`src/design/lsbx_pkg.sv`:
```
// Types, constants and the base64 lookup shared by the LSB extractor.
// No dependencies; compile before every other file of the block.
package lsbx_pkg;

    // Processing phase of the extractor
    typedef enum logic [1:0] {
        PH_SKIP,
        PH_LEN,
        PH_PAY,
        PH_DONE
    } lsbx_phase_t;

    // Result of a base64 alphabet lookup
    typedef struct packed {
        logic       ok;
        logic [5:0] idx;
    } lsbx_sextet_t;

    localparam int unsigned OFFSET_W       = 31;
    localparam int unsigned OFFSET_RESET   = 54;
    localparam int unsigned LBC_W          = 6;
    localparam int unsigned CHAR_W         = 8;
    localparam int unsigned CBC_W          = 3;
    localparam int unsigned ACC_W          = 14;
    localparam int unsigned ABC_W          = 4;
    localparam int unsigned SEXTET_W       = 6;
    localparam int unsigned COUNT_SIGN_BIT = 31;

    // Map a character onto its base64 index (A-Z a-z 0-9 + /); flag others
    function automatic lsbx_sextet_t sextet_of(input logic [7:0] c);
        lsbx_sextet_t r;
        r = '0;
        case (c) inside
            [8'h41:8'h5A]: begin r.ok = 1'b1; r.idx = 6'(c - 8'h41);         end
            [8'h61:8'h7A]: begin r.ok = 1'b1; r.idx = 6'(c - 8'h61 + 8'd26); end
            [8'h30:8'h39]: begin r.ok = 1'b1; r.idx = 6'(c - 8'h30 + 8'd52); end
            8'h2B:         begin r.ok = 1'b1; r.idx = 6'd62;                 end
            8'h2F:         begin r.ok = 1'b1; r.idx = 6'd63;                 end
            default:       r = '0;
        endcase
        return r;
    endfunction

endpackage

```
`src/design/lsbx_if.sv`:
```
// Valid/ready channels of the LSB extractor: carrier bytes in, message bytes out.
// No dependencies.
interface lsbx_carrier_if;
    logic       valid;
    logic       ready;
    logic [7:0] file_byte;
    logic       new_file;

    modport source (output valid, output file_byte, output new_file, input ready);
    modport sink   (input valid, input file_byte, input new_file, output ready);
endinterface

interface lsbx_message_if;
    logic       valid;
    logic       ready;
    logic [7:0] out_byte;
    logic       has_byte;
    logic       message_end;

    modport source (output valid, output out_byte, output has_byte, output message_end,
                    input ready);
    modport sink   (input valid, input out_byte, input has_byte, input message_end,
                     output ready);
endinterface

```
`src/design/lsb_stego_base64_extractor_core.sv`:
```
// LSB steganography extractor with base64 decode, one carrier byte per item.
// An item passes through the input register and then the result register before its result leaves.
// Throughput: one item per cycle while the result register is free or draining; set by
// the single state update between the input register and the result register.
// Reset: asynchronous, active low; clears all progress and sets pixel_offset to 54.
// Depends on lsbx_pkg and lsbx_if.
module lsb_stego_base64_extractor_core #(
    parameter int unsigned LENGTH_HEADER_BITS = 32
) (
    input  logic                           clk,
    input  logic                           rst_n,
    input  logic                           cfg_we,
    input  logic [lsbx_pkg::OFFSET_W-1:0]  cfg_wdata,
    lsbx_carrier_if.sink                   carrier,
    lsbx_message_if.source                 message
);
    import lsbx_pkg::*;

    localparam int unsigned CNT_W      = LENGTH_HEADER_BITS;
    localparam int unsigned PAY_W      = LENGTH_HEADER_BITS + 3;
    localparam bit          SIGN_CHECK = (LENGTH_HEADER_BITS - 1 == COUNT_SIGN_BIT);

    // Configuration
    logic [OFFSET_W-1:0] pixel_offset_reg;

    // Input register
    logic s1_valid_reg;
    logic s1_bit_reg;
    logic s1_new_reg;

    // Extraction state
    lsbx_phase_t         phase_reg,   phase_next;
    logic [OFFSET_W-1:0] skip_reg,    skip_next;
    logic [LBC_W-1:0]    lbc_reg,     lbc_next;
    logic [CNT_W-1:0]    count_reg,   count_next;
    logic [PAY_W-1:0]    pay_reg,     pay_next;
    logic [CHAR_W-1:0]   shift_reg,   shift_next;
    logic [CBC_W-1:0]    cbc_reg,     cbc_next;
    logic [ACC_W-1:0]    acc_reg,     acc_next;
    logic [ABC_W-1:0]    abc_reg,     abc_next;

    // Output register
    logic              out_valid_reg;
    logic [7:0]        out_byte_reg;
    logic              out_has_reg;
    logic              out_end_reg;

    // Working signals
    logic              out_room;
    logic              s1_fire;
    lsbx_phase_t       phase_cur;
    logic [OFFSET_W-1:0] skip_cur;
    logic [LBC_W-1:0]  lbc_cur;
    logic [CNT_W-1:0]  count_cur;
    logic              take_len;
    logic              empty_msg;
    lsbx_sextet_t      sx;
    logic [ACC_W-1:0]  acc_wide;
    logic [ABC_W-1:0]  abc_sum;
    logic              res_valid;
    logic [7:0]        res_byte;
    logic              res_has;
    logic              res_end;

    // Handshake: the input stage moves on whenever the result slot is free or draining
    assign out_room      = !out_valid_reg || message.ready;
    assign s1_fire       = s1_valid_reg && out_room;
    assign carrier.ready = !s1_valid_reg || out_room;

    assign message.valid       = out_valid_reg;
    assign message.out_byte    = out_byte_reg;
    assign message.has_byte    = out_has_reg;
    assign message.message_end = out_end_reg;

    // Hold the configured pixel offset
    always_ff @(posedge clk or negedge rst_n)
    begin
        if (!rst_n)
        begin
            pixel_offset_reg <= OFFSET_W'(OFFSET_RESET);
        end
        else if (cfg_we)
        begin
            pixel_offset_reg <= cfg_wdata;
        end
    end

    // Capture the incoming item; only bit 0 of the byte matters
    always_ff @(posedge clk or negedge rst_n)
    begin
        if (!rst_n)
        begin
            s1_valid_reg <= 1'b0;
        end
        else if (carrier.ready)
        begin
            s1_valid_reg <= carrier.valid;
        end
    end

    always_ff @(posedge clk)
    begin
        if (carrier.ready)
        begin
            s1_bit_reg <= carrier.file_byte[0];
            s1_new_reg <= carrier.new_file;
        end
    end

    // Work out the next state and the result of the held item
    always_comb
    begin
        phase_next = phase_reg;
        skip_next  = skip_reg;
        lbc_next   = lbc_reg;
        count_next = count_reg;
        pay_next   = pay_reg;
        shift_next = shift_reg;
        cbc_next   = cbc_reg;
        acc_next   = acc_reg;
        abc_next   = abc_reg;
        res_valid  = 1'b0;
        res_byte   = '0;
        res_has    = 1'b0;
        res_end    = 1'b0;
        empty_msg  = 1'b0;
        sx         = '0;
        acc_wide   = '0;
        abc_sum    = '0;

        // A new file clears all progress before the byte is handled
        phase_cur = s1_new_reg ? PH_SKIP : phase_reg;
        skip_cur  = s1_new_reg ? '0 : skip_reg;
        lbc_cur   = s1_new_reg ? '0 : lbc_reg;
        count_cur = s1_new_reg ? '0 : count_reg;
        take_len  = (phase_cur == PH_LEN) ||
                    ((phase_cur == PH_SKIP) && !(skip_cur < pixel_offset_reg));

        if (s1_fire)
        begin
            if (s1_new_reg)
            begin
                phase_next = PH_SKIP;
                skip_next  = '0;
                lbc_next   = '0;
                count_next = '0;
                pay_next   = '0;
                shift_next = '0;
                cbc_next   = '0;
                acc_next   = '0;
                abc_next   = '0;
            end

            if ((phase_cur == PH_SKIP) && !take_len)
            begin
                // Skip bytes ahead of the pixel data
                skip_next = OFFSET_W'(skip_cur + 1'b1);
            end
            else if (take_len)
            begin
                // Gather the length header, first bit most significant
                phase_next = PH_LEN;
                count_next = {count_cur[CNT_W-2:0], s1_bit_reg};
                lbc_next   = LBC_W'(lbc_cur + 1'b1);
                if (lbc_next == LBC_W'(LENGTH_HEADER_BITS))
                begin
                    empty_msg = (count_next == '0) || (SIGN_CHECK && count_next[CNT_W-1]);
                    if (empty_msg)
                    begin
                        phase_next = PH_DONE;
                        res_valid  = 1'b1;
                        res_end    = 1'b1;
                    end
                    else
                    begin
                        pay_next   = {count_next, 3'b000};
                        phase_next = PH_PAY;
                    end
                end
            end
            else if (phase_cur == PH_PAY)
            begin
                // Shift in a carrier bit and decode each finished character
                shift_next = {shift_reg[CHAR_W-2:0], s1_bit_reg};
                cbc_next   = CBC_W'(cbc_reg + 1'b1);
                pay_next   = PAY_W'(pay_reg - 1'b1);
                sx         = sextet_of(shift_next);
                if ((cbc_next == '0) && sx.ok)
                begin
                    acc_wide = {acc_reg[ACC_W-SEXTET_W-1:0], sx.idx};
                    abc_sum  = ABC_W'(abc_reg + ABC_W'(SEXTET_W));
                    acc_next = acc_wide;
                    abc_next = abc_sum;
                    if (abc_sum >= ABC_W'(CHAR_W))
                    begin
                        abc_next  = ABC_W'(abc_sum - ABC_W'(CHAR_W));
                        res_byte  = 8'(acc_wide >> abc_next);
                        acc_next  = acc_wide & ACC_W'((ACC_W'(1) << abc_next) - 1'b1);
                        res_has   = 1'b1;
                        res_valid = 1'b1;
                    end
                end
                if (pay_next == '0)
                begin
                    phase_next = PH_DONE;
                    res_end    = 1'b1;
                    res_valid  = 1'b1;
                end
            end
        end
    end

    // Advance the extraction state
    always_ff @(posedge clk or negedge rst_n)
    begin
        if (!rst_n)
        begin
            phase_reg <= PH_SKIP;
            skip_reg  <= '0;
            lbc_reg   <= '0;
            count_reg <= '0;
            pay_reg   <= '0;
            shift_reg <= '0;
            cbc_reg   <= '0;
            acc_reg   <= '0;
            abc_reg   <= '0;
        end
        else
        begin
            phase_reg <= phase_next;
            skip_reg  <= skip_next;
            lbc_reg   <= lbc_next;
            count_reg <= count_next;
            pay_reg   <= pay_next;
            shift_reg <= shift_next;
            cbc_reg   <= cbc_next;
            acc_reg   <= acc_next;
            abc_reg   <= abc_next;
        end
    end

    // Load the result register, or drop its item once taken
    always_ff @(posedge clk or negedge rst_n)
    begin
        if (!rst_n)
        begin
            out_valid_reg <= 1'b0;
        end
        else if (out_room)
        begin
            out_valid_reg <= s1_fire && res_valid;
        end
    end

    always_ff @(posedge clk)
    begin
        if (out_room)
        begin
            out_byte_reg <= res_byte;
            out_has_reg  <= res_has;
            out_end_reg  <= res_end;
        end
    end

    // Checks on the extraction state
    assert property (@(posedge clk) disable iff (!rst_n)
        s1_fire && res_end |=> phase_reg == PH_DONE)
        else $error("end of message did not reach the done phase");

    assert property (@(posedge clk) disable iff (!rst_n)
        !abc_reg[0] && (abc_reg < ABC_W'(CHAR_W)))
        else $error("base64 bit count left its even range below eight");

    assert property (@(posedge clk) disable iff (!rst_n)
        phase_reg == PH_LEN |-> lbc_reg < LBC_W'(LENGTH_HEADER_BITS))
        else $error("header bit count overran the header length");

    assert property (@(posedge clk) disable iff (!rst_n)
        phase_reg == PH_PAY |-> pay_reg != '0)
        else $error("payload phase with no carrier bytes left");

    assert property (@(posedge clk) disable iff (!rst_n)
        s1_fire && res_valid |=> out_valid_reg)
        else $error("result of an item was lost");

endmodule

```
`src/flat_wrapper.sv`:
```
// flat-port wrapper written by rule: the top's interface ports become plain ports
module lsb_stego_base64_extractor_core_flat import lsbx_pkg::*;
#(
    parameter int unsigned LENGTH_HEADER_BITS = 32
)
  (clk, rst_n, cfg_we, cfg_wdata, carrier_valid, carrier_file_byte, carrier_new_file, carrier_ready, message_valid, message_out_byte, message_has_byte, message_message_end, message_ready);
  lsbx_carrier_if carrier_i ();
  lsbx_message_if message_i ();
  input  logic clk;
  input  logic rst_n;
  input  logic cfg_we;
  input  logic [lsbx_pkg::OFFSET_W-1:0] cfg_wdata;
  input wire logic [$bits(carrier_i.valid)-1:0] carrier_valid;
  input wire logic [$bits(carrier_i.file_byte)-1:0] carrier_file_byte;
  input wire logic [$bits(carrier_i.new_file)-1:0] carrier_new_file;
  output wire logic [$bits(carrier_i.ready)-1:0] carrier_ready;
  output wire logic [$bits(message_i.valid)-1:0] message_valid;
  output wire logic [$bits(message_i.out_byte)-1:0] message_out_byte;
  output wire logic [$bits(message_i.has_byte)-1:0] message_has_byte;
  output wire logic [$bits(message_i.message_end)-1:0] message_message_end;
  input wire logic [$bits(message_i.ready)-1:0] message_ready;
  assign carrier_i.valid = carrier_valid;
  assign carrier_i.file_byte = carrier_file_byte;
  assign carrier_i.new_file = carrier_new_file;
  assign carrier_ready = carrier_i.ready;
  assign message_valid = message_i.valid;
  assign message_out_byte = message_i.out_byte;
  assign message_has_byte = message_i.has_byte;
  assign message_message_end = message_i.message_end;
  assign message_i.ready = message_ready;
  lsb_stego_base64_extractor_core #(.LENGTH_HEADER_BITS(LENGTH_HEADER_BITS)) u_core (.clk(clk), .rst_n(rst_n), .cfg_we(cfg_we), .cfg_wdata(cfg_wdata), .carrier(carrier_i), .message(message_i));
endmodule
```
`config.mk`:
```
export PLATFORM = sky130hd
export DESIGN_NAME = lsb_stego_base64_extractor_core_flat
export DESIGN_NICKNAME = d
export VERILOG_FILES = /design/src/design/lsbx_pkg.sv /design/src/design/lsbx_if.sv /design/src/design/lsb_stego_base64_extractor_core.sv /design/src/flat_wrapper.sv
export SDC_FILE = /design/constraint.sdc
export NUM_CORES = 1
export LEC_CHECK = 0
export ABC_AREA = 1
export BUFFER_PORTS_ARGS = -buffer_cell sky130_fd_sc_hd__buf_2
export CELL_PAD_IN_SITES_DETAIL_PLACEMENT = 0
export CELL_PAD_IN_SITES_GLOBAL_PLACEMENT = 2
export CORE_MARGIN = 1.5
export CORE_UTILIZATION = 30
export CTS_CLUSTER_SIZE = 20
export DETAILED_ROUTE_END_ITERATION = 10
export PLACE_DENSITY_LB_ADDON = 0.1
export SETUP_SLACK_MARGIN = 0.05
export SLEW_MARGIN = 20
export SYNTH_ARGS = -nofsm -noshare
export SYNTH_HDL_FRONTEND = slang
export SYNTH_SLANG_ARGS = --single-unit
```
`constraint.sdc`:
```
create_clock -name clk -period 7.5 [get_ports clk]
set_input_delay 0 -clock clk [delete_from_list [all_inputs] [get_ports clk]]
set_output_delay 0 -clock clk [all_outputs]
set_load 0.1 [all_outputs]
```
==> impl_metrics.ini, run 1 <==
[cts]
cts_tree = built
cts_buffers = 17
post_cts_resized = 0
cts_hold_buf = 37
postCtsSetupBuffers = 0
h-tree-depth = 4
clock_sink_count = 172
clk_pin_slew_ns = 0.07
insertion_delay_ns = 0.50
max-clock-path-buffers = 2
root_buffer = clkbuf_16

[routing]
drc = 0
drtIter0Drc = 642
drt-wirelength-per-cell_um = 17.2
drt_wl_total_mm = 42.4
avgViaCountPerCell = 4.87
routed-via-count = 12000
postRouteAntennaNets = 0
drtPass1Iterations = 5

[timing]
rsz0062_at_grt = false
timing.slew.headroom = 0.318
tns_ns = 0
fmax_ghz = 0.232
fin_ws_ns = 3.19
setup_viol = 0
finalHoldViolations = 0
layout_min_cycle_time_ns = 4.31
finalMaxSlewViolations = 0
skew_ns = 0.0120
fin_crit_sh = 0.575
tightest_slew_ns = 1.02

[final_layout]
mostFrequentLayoutCell = nand2_1
drive_above_1_share = 0.0853
largest_reg_flops = 35
fin_util = 0.340
syn2layout_area_growth_pct = 12.1
nNetsFinal = 1999
final_cell_mix = 565 x nand2_1, 202 x nor2_1, 197 x inv_1

[critical_path]
start_kind = flop
critPathRequiredTime_ns = 7.86
end_kind = flop
cp_cell_sequence = buf_12, inv_8, nand2_1, inv_1, ha_1, a21oi_1, o21ai_0, o21ai_1, nand2_1, nand2_2, nand2_2, nand2_2, nor2_1, o21ai_0, o21ai_0
slowest_delay_ns = 0.78
critPathKind = flop to flop
crit_buf_inv = 3
crit_fanout = 63
crit_slowest_cell = nand2_2
cp.arrival_ns = 4.67
cp_top_family = simple AND/OR/NAND/NOR gates

[global_route]
grt_pass1_wl_mm = 67.9
antenna_found_initial = 0
grt.overflow.total = 0
grt_max_degree = 64
grt_pass1_vias = 11800
grt_usage = 0.202

[power_and_ir_drop]
ir_worst_vdd_mv = 0.134
p_per_area_nw_per_um2 = 146
leakagePower_nw = 7.03

[placement]
io_buffers = 49
post-place-ws_ns = 3.09
dp_hpwl_mm = 29.8
place.gp.congestion = 0.848

[floorplan]
rows = 75
die_h_um = 208
core_sq_um = 41800
fp.dieW_um = 208
io_pins = 57
start_util = 0.303
dieArea_sq_um = 43500

[yosys]
synth_area_sq_um = 12700
synth.distinct_cells = 57
syn_avg_cell_area_sq_um = 6.79
synthMuxAreaShare = 0.00326
synth_compound_area_frac = 0.129
synth_top_family_by_area = simple AND/OR/NAND/NOR gates
synthSimpleGateAreaFrac = 0.349
synth-seq-area-share = 0.345
yosys_most_used_dff = dfrtp_1
synthAdderAreaFrac = 0.0444
yosys_warnings = 0
netlist_instances = 1867
synthesis.nets = 1957
synthXorXnorAreaFrac = 0.0325
synth_edf_count = 12
synthArstFlopShare = 0.930
ys_seq_elements = 172

[outcome]
status = complete, no violations

[flow_run]
drv_cap = 0

[hold_path]
hold_class = primary input to async pin
[synthesized netlist by cell type, types with 11 or more instances]
cell	instances	area, sq um
nand2_1	566	2120
nor2_1	203	762
inv_1	198	743
dfrtp_1	156	3900
o21ai_0	155	776
nand3_1	126	631
a21oi_1	69	345
ha_1	45	563
xor2_1	38	333
nand4_1	36	225
clkbuf_1	35	131
nor3_1	21	105
o21ai_1	21	105
o22ai_1	21	131
buf_2	15	75.1
edfxtp_1	12	360
nand2_2	11	68.8
[final timing paths]
path | from | endpoint | slack (ns) | cells after the start
max reg2reg | u_core.s1_new_reg | u_core.phase_reg[1] | 3.19 | 15
max | u_core.s1_new_reg | u_core.phase_reg[1] | 3.19 | 15
max in group asynchronous | rst_n | u_core.skip_reg[14] | 5.57 | 4
min in group clk | cfg_we | u_core.pixel_offset_reg[4] | 0.12 | 3
min | rst_n | u_core.shift_reg[5] | 0.07 | 2
min reg2reg | u_core.count_reg[9] | u_core.count_reg[9] | 0.48 | 2
[where the power goes]
part,switching (mW),internal (mW)
combinational,0.163,0.0761
sequential,0.0101,0.959
clock,0.443,0.427
total,0.616,1.46
[area by class of cell]
cell class                      count  area [sq um]
Sequential cell                   172          4370
Fill cell                        4576         27600
Clock inverter                     14           109
Tap cell                          539           674
Multi-Input combinational cell   1413          7090
Inverter                          208           792
Clock buffer                       18           429
Timing Repair Buffer               97           737
Antenna cell                        1          2.50
[cell families (layout without fill, tap and decap cells)]
kind of cell | after synthesis | count (layout)
xor gates and xnor gates | 47 | 47
adders and majority gates | 45 | 45
DFF | 172 | 172
buffers and inverters | 282 | 337
and+or+nand+nor | 1019 | 1019
AOI/OAI and AO/OA | 298 | 298
other | 0 | 1
muxes | 4 | 4
[stage by stage]
step | cell area [sq um] | std cells | hold slack [ns] | power (mW)
finish | 14200 | 2462 | 0.0681 | 2.08
global route | 14200 | 2461 | 0.126 | 2.18
CTS | 14200 | 2460 | 0.0844 | 2.13
detailed placement | 13300 | 2391 | 0.0662 | 1.21
global placement | 13300 | 2391 | 0.0598 | 1.21
floorplan | 12700 | 1867 | -0.296 | 1.13
[layer usage]
layer  vias to the layer above  global-route usage  wire, um  share of wire
met2                       146               0.328     19700           0.46
met4                         0              0.0667       822          0.019
met5                         -                   0         0              0
met3                        42              0.0341      1140          0.027
met1                      5641               0.273     20800           0.49
li1                       6151                   -         -              -
(Power assumes the default switching activity.)
==> run 2, diff against run 1 <==
==> constraint.sdc (replaced) <==
create_clock -name clk -period 3.98 [get_ports clk]
set_input_delay 0 -clock clk [delete_from_list [all_inputs] [get_ports clk]]
set_output_delay 0 -clock clk [all_outputs]
set_load 0.1 [all_outputs]
==> run 2 against run 1 <==
Die area is the same. Count of clock-buffer cells in the layout up 3. Critical path depth is the same. Clock power grew 99%. Global-route usage increased by 0.77 points. Non-clock buffer count grew 20. Final cell count up 0.77%. Total power increased by 93%. Worst hold slack improved by 0.0041 ns. Largest power group unchanged. Highest routed layer unchanged.
==> impl_metrics.ini, run 2 (synthesis results as in run 1) <==
[outcome]
status = complete, no violations

[routing]
drtIter0Drc = 794
postRouteAntennaNets = 0
drc = 0
drt_wl_total_mm = 43.6
avgViaCountPerCell = 4.92
drt-wirelength-per-cell_um = 17.6
drtPass1Iterations = 6
routed-via-count = 12200

[power_and_ir_drop]
p_per_area_nw_per_um2 = 279
ir_worst_vdd_mv = 0.209
total_power_mw = 4.02
leakagePower_nw = 7.15

[cts]
cts_tree = built
root_buffer = clkbuf_16
clock_sink_count = 172
postCtsSetupBuffers = 0
clk_pin_slew_ns = 0.07
max-clock-path-buffers = 2
insertion_delay_ns = 0.50
cts_buffers = 17
h-tree-depth = 4

[global_route]
grt_max_degree = 67
grt_pass1_wl_mm = 69.7
grt_usage = 0.210
grt_pass1_vias = 11900
grt.overflow.total = 0
antenna_found_initial = 0

[floorplan]
die_h_um = 208
rows = 75
start_util = 0.303
dieArea_sq_um = 43500
core_sq_um = 41800
io_pins = 57
fp.dieW_um = 208

[final_layout]
n_antenna_cell = 0
drive_above_1_share = 0.0922
ff_latch_area_sq_um = 4370
syn2layout_area_growth_pct = 13.6
nFillCells = 4567
largest_reg_flops = 35
final_cell_mix = 565 x nand2_1, 203 x nor2_1, 197 x inv_1
mostFrequentLayoutCell = nand2_1
multi_input_area_sq_um = 7090
nNetsFinal = 2019
fin_cells = 2481

[timing]
setup_viol = 0
finalMaxSlewViolations = 0
finalHoldViolations = 0
skew_ns = 0.0122
rsz0062_at_grt = false
layout_min_cycle_time_ns = 3.41
timing.slew.headroom = 0.416
fin_crit_sh = 0.857
tns_ns = 0
fmax_ghz = 0.293
tightest_slew_ns = 0.876

[critical_path]
start_kind = flop
end_kind = flop
critPathKind = flop to flop
critPathRequiredTime_ns = 4.36
cp.arrival_ns = 3.79
crit_fanout = 16

[hold_path]
hold_class = primary input to async pin

[placement]
io_buffers = 49
dp_hpwl_mm = 31.3
place.gp.congestion = 0.833
dp_cells = 2412

[flow_run]
drv_cap = 0
-- run 2: cell types whose count changed in the layout (fill, tap and decap cells not counted), sizes merged --
cell      before  now
buf           60   80
bufinv         0    2
clkinv         9   12
clkbuf        18   21
diode          1    0
clkinvlp       4    1
inv          209  204
-- run 2: through the flow --
step / setup WS [ns] / hold WS, ns / util / instance area [sq um]
after detailed placement: 0.558 / 0.0629 / 0.322 / 13500
final: 0.569 / 0.0722 / 0.345 / 14400
after global placement: 0.573 / 0.0589 / 0.322 / 13500
after global routing: 0.285 / 0.115 / 0.345 / 14400
after floorplan: 0.789 / -0.296 / - / 12700
after CTS: 0.537 / 0.0748 / 0.345 / 14400
-- run 2: timing repair --
| action | CTS | global route |
|---|---|---|
| hold buffers | 37 | 0 |
| setup endpoints to repair | 0 | 0 |
| resized for setup | 0 | 0 |
| endpoints found under the hold margin | 93 | 0 |
-- run 2: cell type report --
type                            instances  area share
Multi-Input combinational cell       1413       0.493
Timing Repair Buffer                  117      0.0629
Inverter                              208      0.0551
Tap cell                              539      0.0469
Sequential cell                       172       0.304
Clock inverter                         11     0.00835
Clock buffer                           21      0.0306
-- run 2: where the power goes --
part	switching [mW]	internal [mW]	leakage [nW]	total (mW)
clock network	0.812	0.920	0.270	1.73
logic	0.308	0.152	4.58	0.460
registers	0.0215	1.81	2.30	1.83
total	1.14	2.88	7.15	4.02
-- run 2: per-layer routing --
| metal | up-vias | part of all wire | GRT usage |
|---|---|---|---|
| met5 | - | 0 | 0 |
| met4 | 0 | 0.018 | 0.0692 |
| met3 | 39 | 0.036 | 0.0359 |
| met2 | 193 | 0.45 | 0.330 |
| met1 | 5787 | 0.49 | 0.292 |
| li1 | 6180 | - | - |
-- run 2: worst paths after layout --
path / startpoint / to / slack [ns] / cells after the start
min in group clk: cfg_we / u_core.pixel_offset_reg[2] / 0.14 / 3
max: u_core.s1_new_reg / u_core.pay_reg[24] / 0.57 / 15
max reg2reg: u_core.s1_new_reg / u_core.pay_reg[24] / 0.57 / 15
min reg2reg: u_core.count_reg[29] / u_core.count_reg[29] / 0.48 / 2
max in group asynchronous: rst_n / u_core.skip_reg[26] / 2.93 / 3
min: rst_n / u_core.shift_reg[5] / 0.07 / 2
-- run 2: critical path, cell delays in order, from the launching register on --
cell and delay (ns):
edfxtp_1 0.61, buf_12 0.25, nor2_1 0.26, ha_1 0.32, nand2_1 0.10, nor2_1 0.06
nand4_1 0.13, nor2_1 0.06, nand2_1 0.05, nand3_1 0.10, nor2_4 0.27, nand2_2 0.15
nand2_4 0.27, nand2_2 0.34, a21oi_1 0.21, o21ai_0 0.10
==> run 3, diff against run 2 <==
==> constraint.sdc (replaced) <==
create_clock -name clk -period 4.35 [get_ports clk]
set_input_delay 0 -clock clk [delete_from_list [all_inputs] [get_ports clk]]
set_output_delay 0 -clock clk [all_outputs]
set_load 0.1 [all_outputs]
==> run 3 against run 2 <==
Worst hold slack gained 0.028 ns. Non-clock buffer count is 6 lower. Sequential power decreased by 9%. Die area unchanged. Wire length down 1.3%. Critical path depth down 1. Maximum frequency is 5.3% lower. Total power fell by 8.7%. Flip-flop and latch count did not move. Global-route usage is 0.32 points lower. Critical endpoint is now u_core.pay_reg[18].
==> impl_metrics.ini, run 3 (synthesis results as in run 1) <==
[power_and_ir_drop]
ir_worst_vdd_mv = 0.176
leakagePower_nw = 7.12
p_per_area_nw_per_um2 = 256

[global_route]
grt_pass1_vias = 11700
grt.overflow.total = 0
grt_max_degree = 99
grt_usage = 0.207
grt_pass1_wl_mm = 69.0
antenna_found_initial = 0

[routing]
postRouteAntennaNets = 0
avgViaCountPerCell = 4.89
drt-wirelength-per-cell_um = 17.4
drt_wl_total_mm = 43.0
drtPass1Iterations = 4
drc = 0
drtIter0Drc = 826
routed-via-count = 12100

[timing]
finalMaxSlewViolations = 0
fmax_ghz = 0.278
setup_viol = 0
fin_crit_sh = 0.828
layout_min_cycle_time_ns = 3.60
finalHoldViolations = 0
timing.slew.headroom = 0.420
tightest_slew_ns = 0.870
skew_ns = 0.0116
tns_ns = 0
rsz0062_at_grt = false

[critical_path]
worstReg2RegStart = u_core.s1_new_reg
cp_cell_sequence = inv_8, nand2_1, inv_1, ha_1, a21oi_1, o21ai_0, o21ai_1, nand2_1, nand2_2, nand2_2, nand2_4, nand2_2, a21oi_1, o21ai_0
cp-startpoint = u_core.s1_new_reg
reg2reg_depth = 14
crit_end = u_core.pay_reg[18]
crit_top_cell = nand2_2
critPathKind = flop to flop
end_kind = flop
slowest_delay_ns = 0.51
r2r_end = u_core.pay_reg[18]
cp.arrival_ns = 3.97
critPathRequiredTime_ns = 4.71
start_kind = flop
crit_fanout = 53
r2r_setup_slack_ns = 0.75
crit_slowest_cell = edfxtp_1

[cts]
post_cts_resized = 0
cts_hold_buf = 37
cts_buffers = 17
max-clock-path-buffers = 2
h-tree-depth = 4
insertion_delay_ns = 0.50
postCtsSetupBuffers = 0
clock_sink_count = 172
root_buffer = clkbuf_16
cts_tree = built
clk_pin_slew_ns = 0.07

[final_layout]
nFillCells = 4532
final_cell_mix = 565 x nand2_1, 203 x nor2_1, 197 x inv_1
largest_reg_flops = 35
n_antenna_cell = 0
drive_above_1_share = 0.0919
nNetsFinal = 2013
syn2layout_area_growth_pct = 13.2
mostFrequentLayoutCell = nand2_1
fin_cells = 2475

[floorplan]
fp.dieW_um = 208
start_util = 0.303
rows = 75
core_sq_um = 41800
dieArea_sq_um = 43500
io_pins = 57
die_h_um = 208

[placement]
place.gp.congestion = 0.829
io_buffers = 49
dp_hpwl_mm = 30.7
dp_cells = 2406

[outcome]
status = complete, no violations

[flow_run]
drv_cap = 0

[hold_path]
hold_class = primary input to async pin
==> run 3: cell types whose count changed in the layout (fill, tap and decap cells not counted), sizes merged <==
cell / delta
buf: -6
bufinv: -1
clkbuf: -1
clkinv: -4
clkinvlp: +4
inv: +2
==> run 3: cell type report <==
class / count / area, sq um / area share
tap: 539 / 674 / 0.0470
timing repair buffer: 111 / 847 / 0.0591
inverter: 208 / 792 / 0.0552
sequential: 172 / 4370 / 0.305
multi-input combinational: 1413 / 7090 / 0.494
clock inverter: 12 / 113 / 0.00785
clock buffer: 20 / 457 / 0.0319
==> run 3: power by group <==
group          total [mW]  internal [mW]  switching (mW)
clock network        1.58          0.821           0.760
logic               0.417          0.136           0.281
registers            1.67           1.65          0.0184
total                3.67           2.61            1.06
==> run 3: metal layers <==
metal / vias up / GRT usage / part of all wire
li1: 6163 / - / -
met1: 5719 / 0.288 / 0.50
met2: 169 / 0.329 / 0.45
met3: 41 / 0.0328 / 0.030
met4: 0 / 0.0632 / 0.019
met5: - / 0 / 0
==> run 3: worst max-delay path: cells and delay by family (launching register included) <==
family	cells	cell delay, ns
DFF	1	0.51
adders and majority gates	1	0.27
and+or+nand+nor	6	1.37
buffers and inverters	2	0.52
AOI/OAI and AO/OA	5	0.78
==> run 3: worst min path at each step <==
stage	from	to	slack, ns	cells after the start
final	rst_n	u_core.shift_reg[6]	0.10	2
after floorplan	rst_n	u_core.abc_reg[0]	-0.30	0
after global routing	rst_n	u_core.shift_reg[6]	0.14	2
after CTS	rst_n	u_core.shift_reg[6]	0.1	2
after detailed placement	rst_n	u_core.shift_reg[6]	0.07	1
after global placement	rst_n	u_core.shift_reg[6]	0.07	1
==> run 3: per-stage QoR <==
stage / area [sq um] / worst slack (ns) / hold WS [ns] / util / power, mW
2_1_floorplan: 12700 / 1.16 / -0.296 / - / 1.95
3_3_place_gp: 13400 / 0.757 / 0.0675 / 0.321 / 2.10
3_5_place_dp: 13400 / 0.719 / 0.0706 / 0.321 / 2.10
4_1_cts: 14300 / 0.683 / 0.0982 / 0.343 / 3.74
5_1_grt: 14300 / 0.450 / 0.135 / 0.343 / 3.85
6_report: 14300 / 0.748 / 0.101 / 0.343 / 3.67
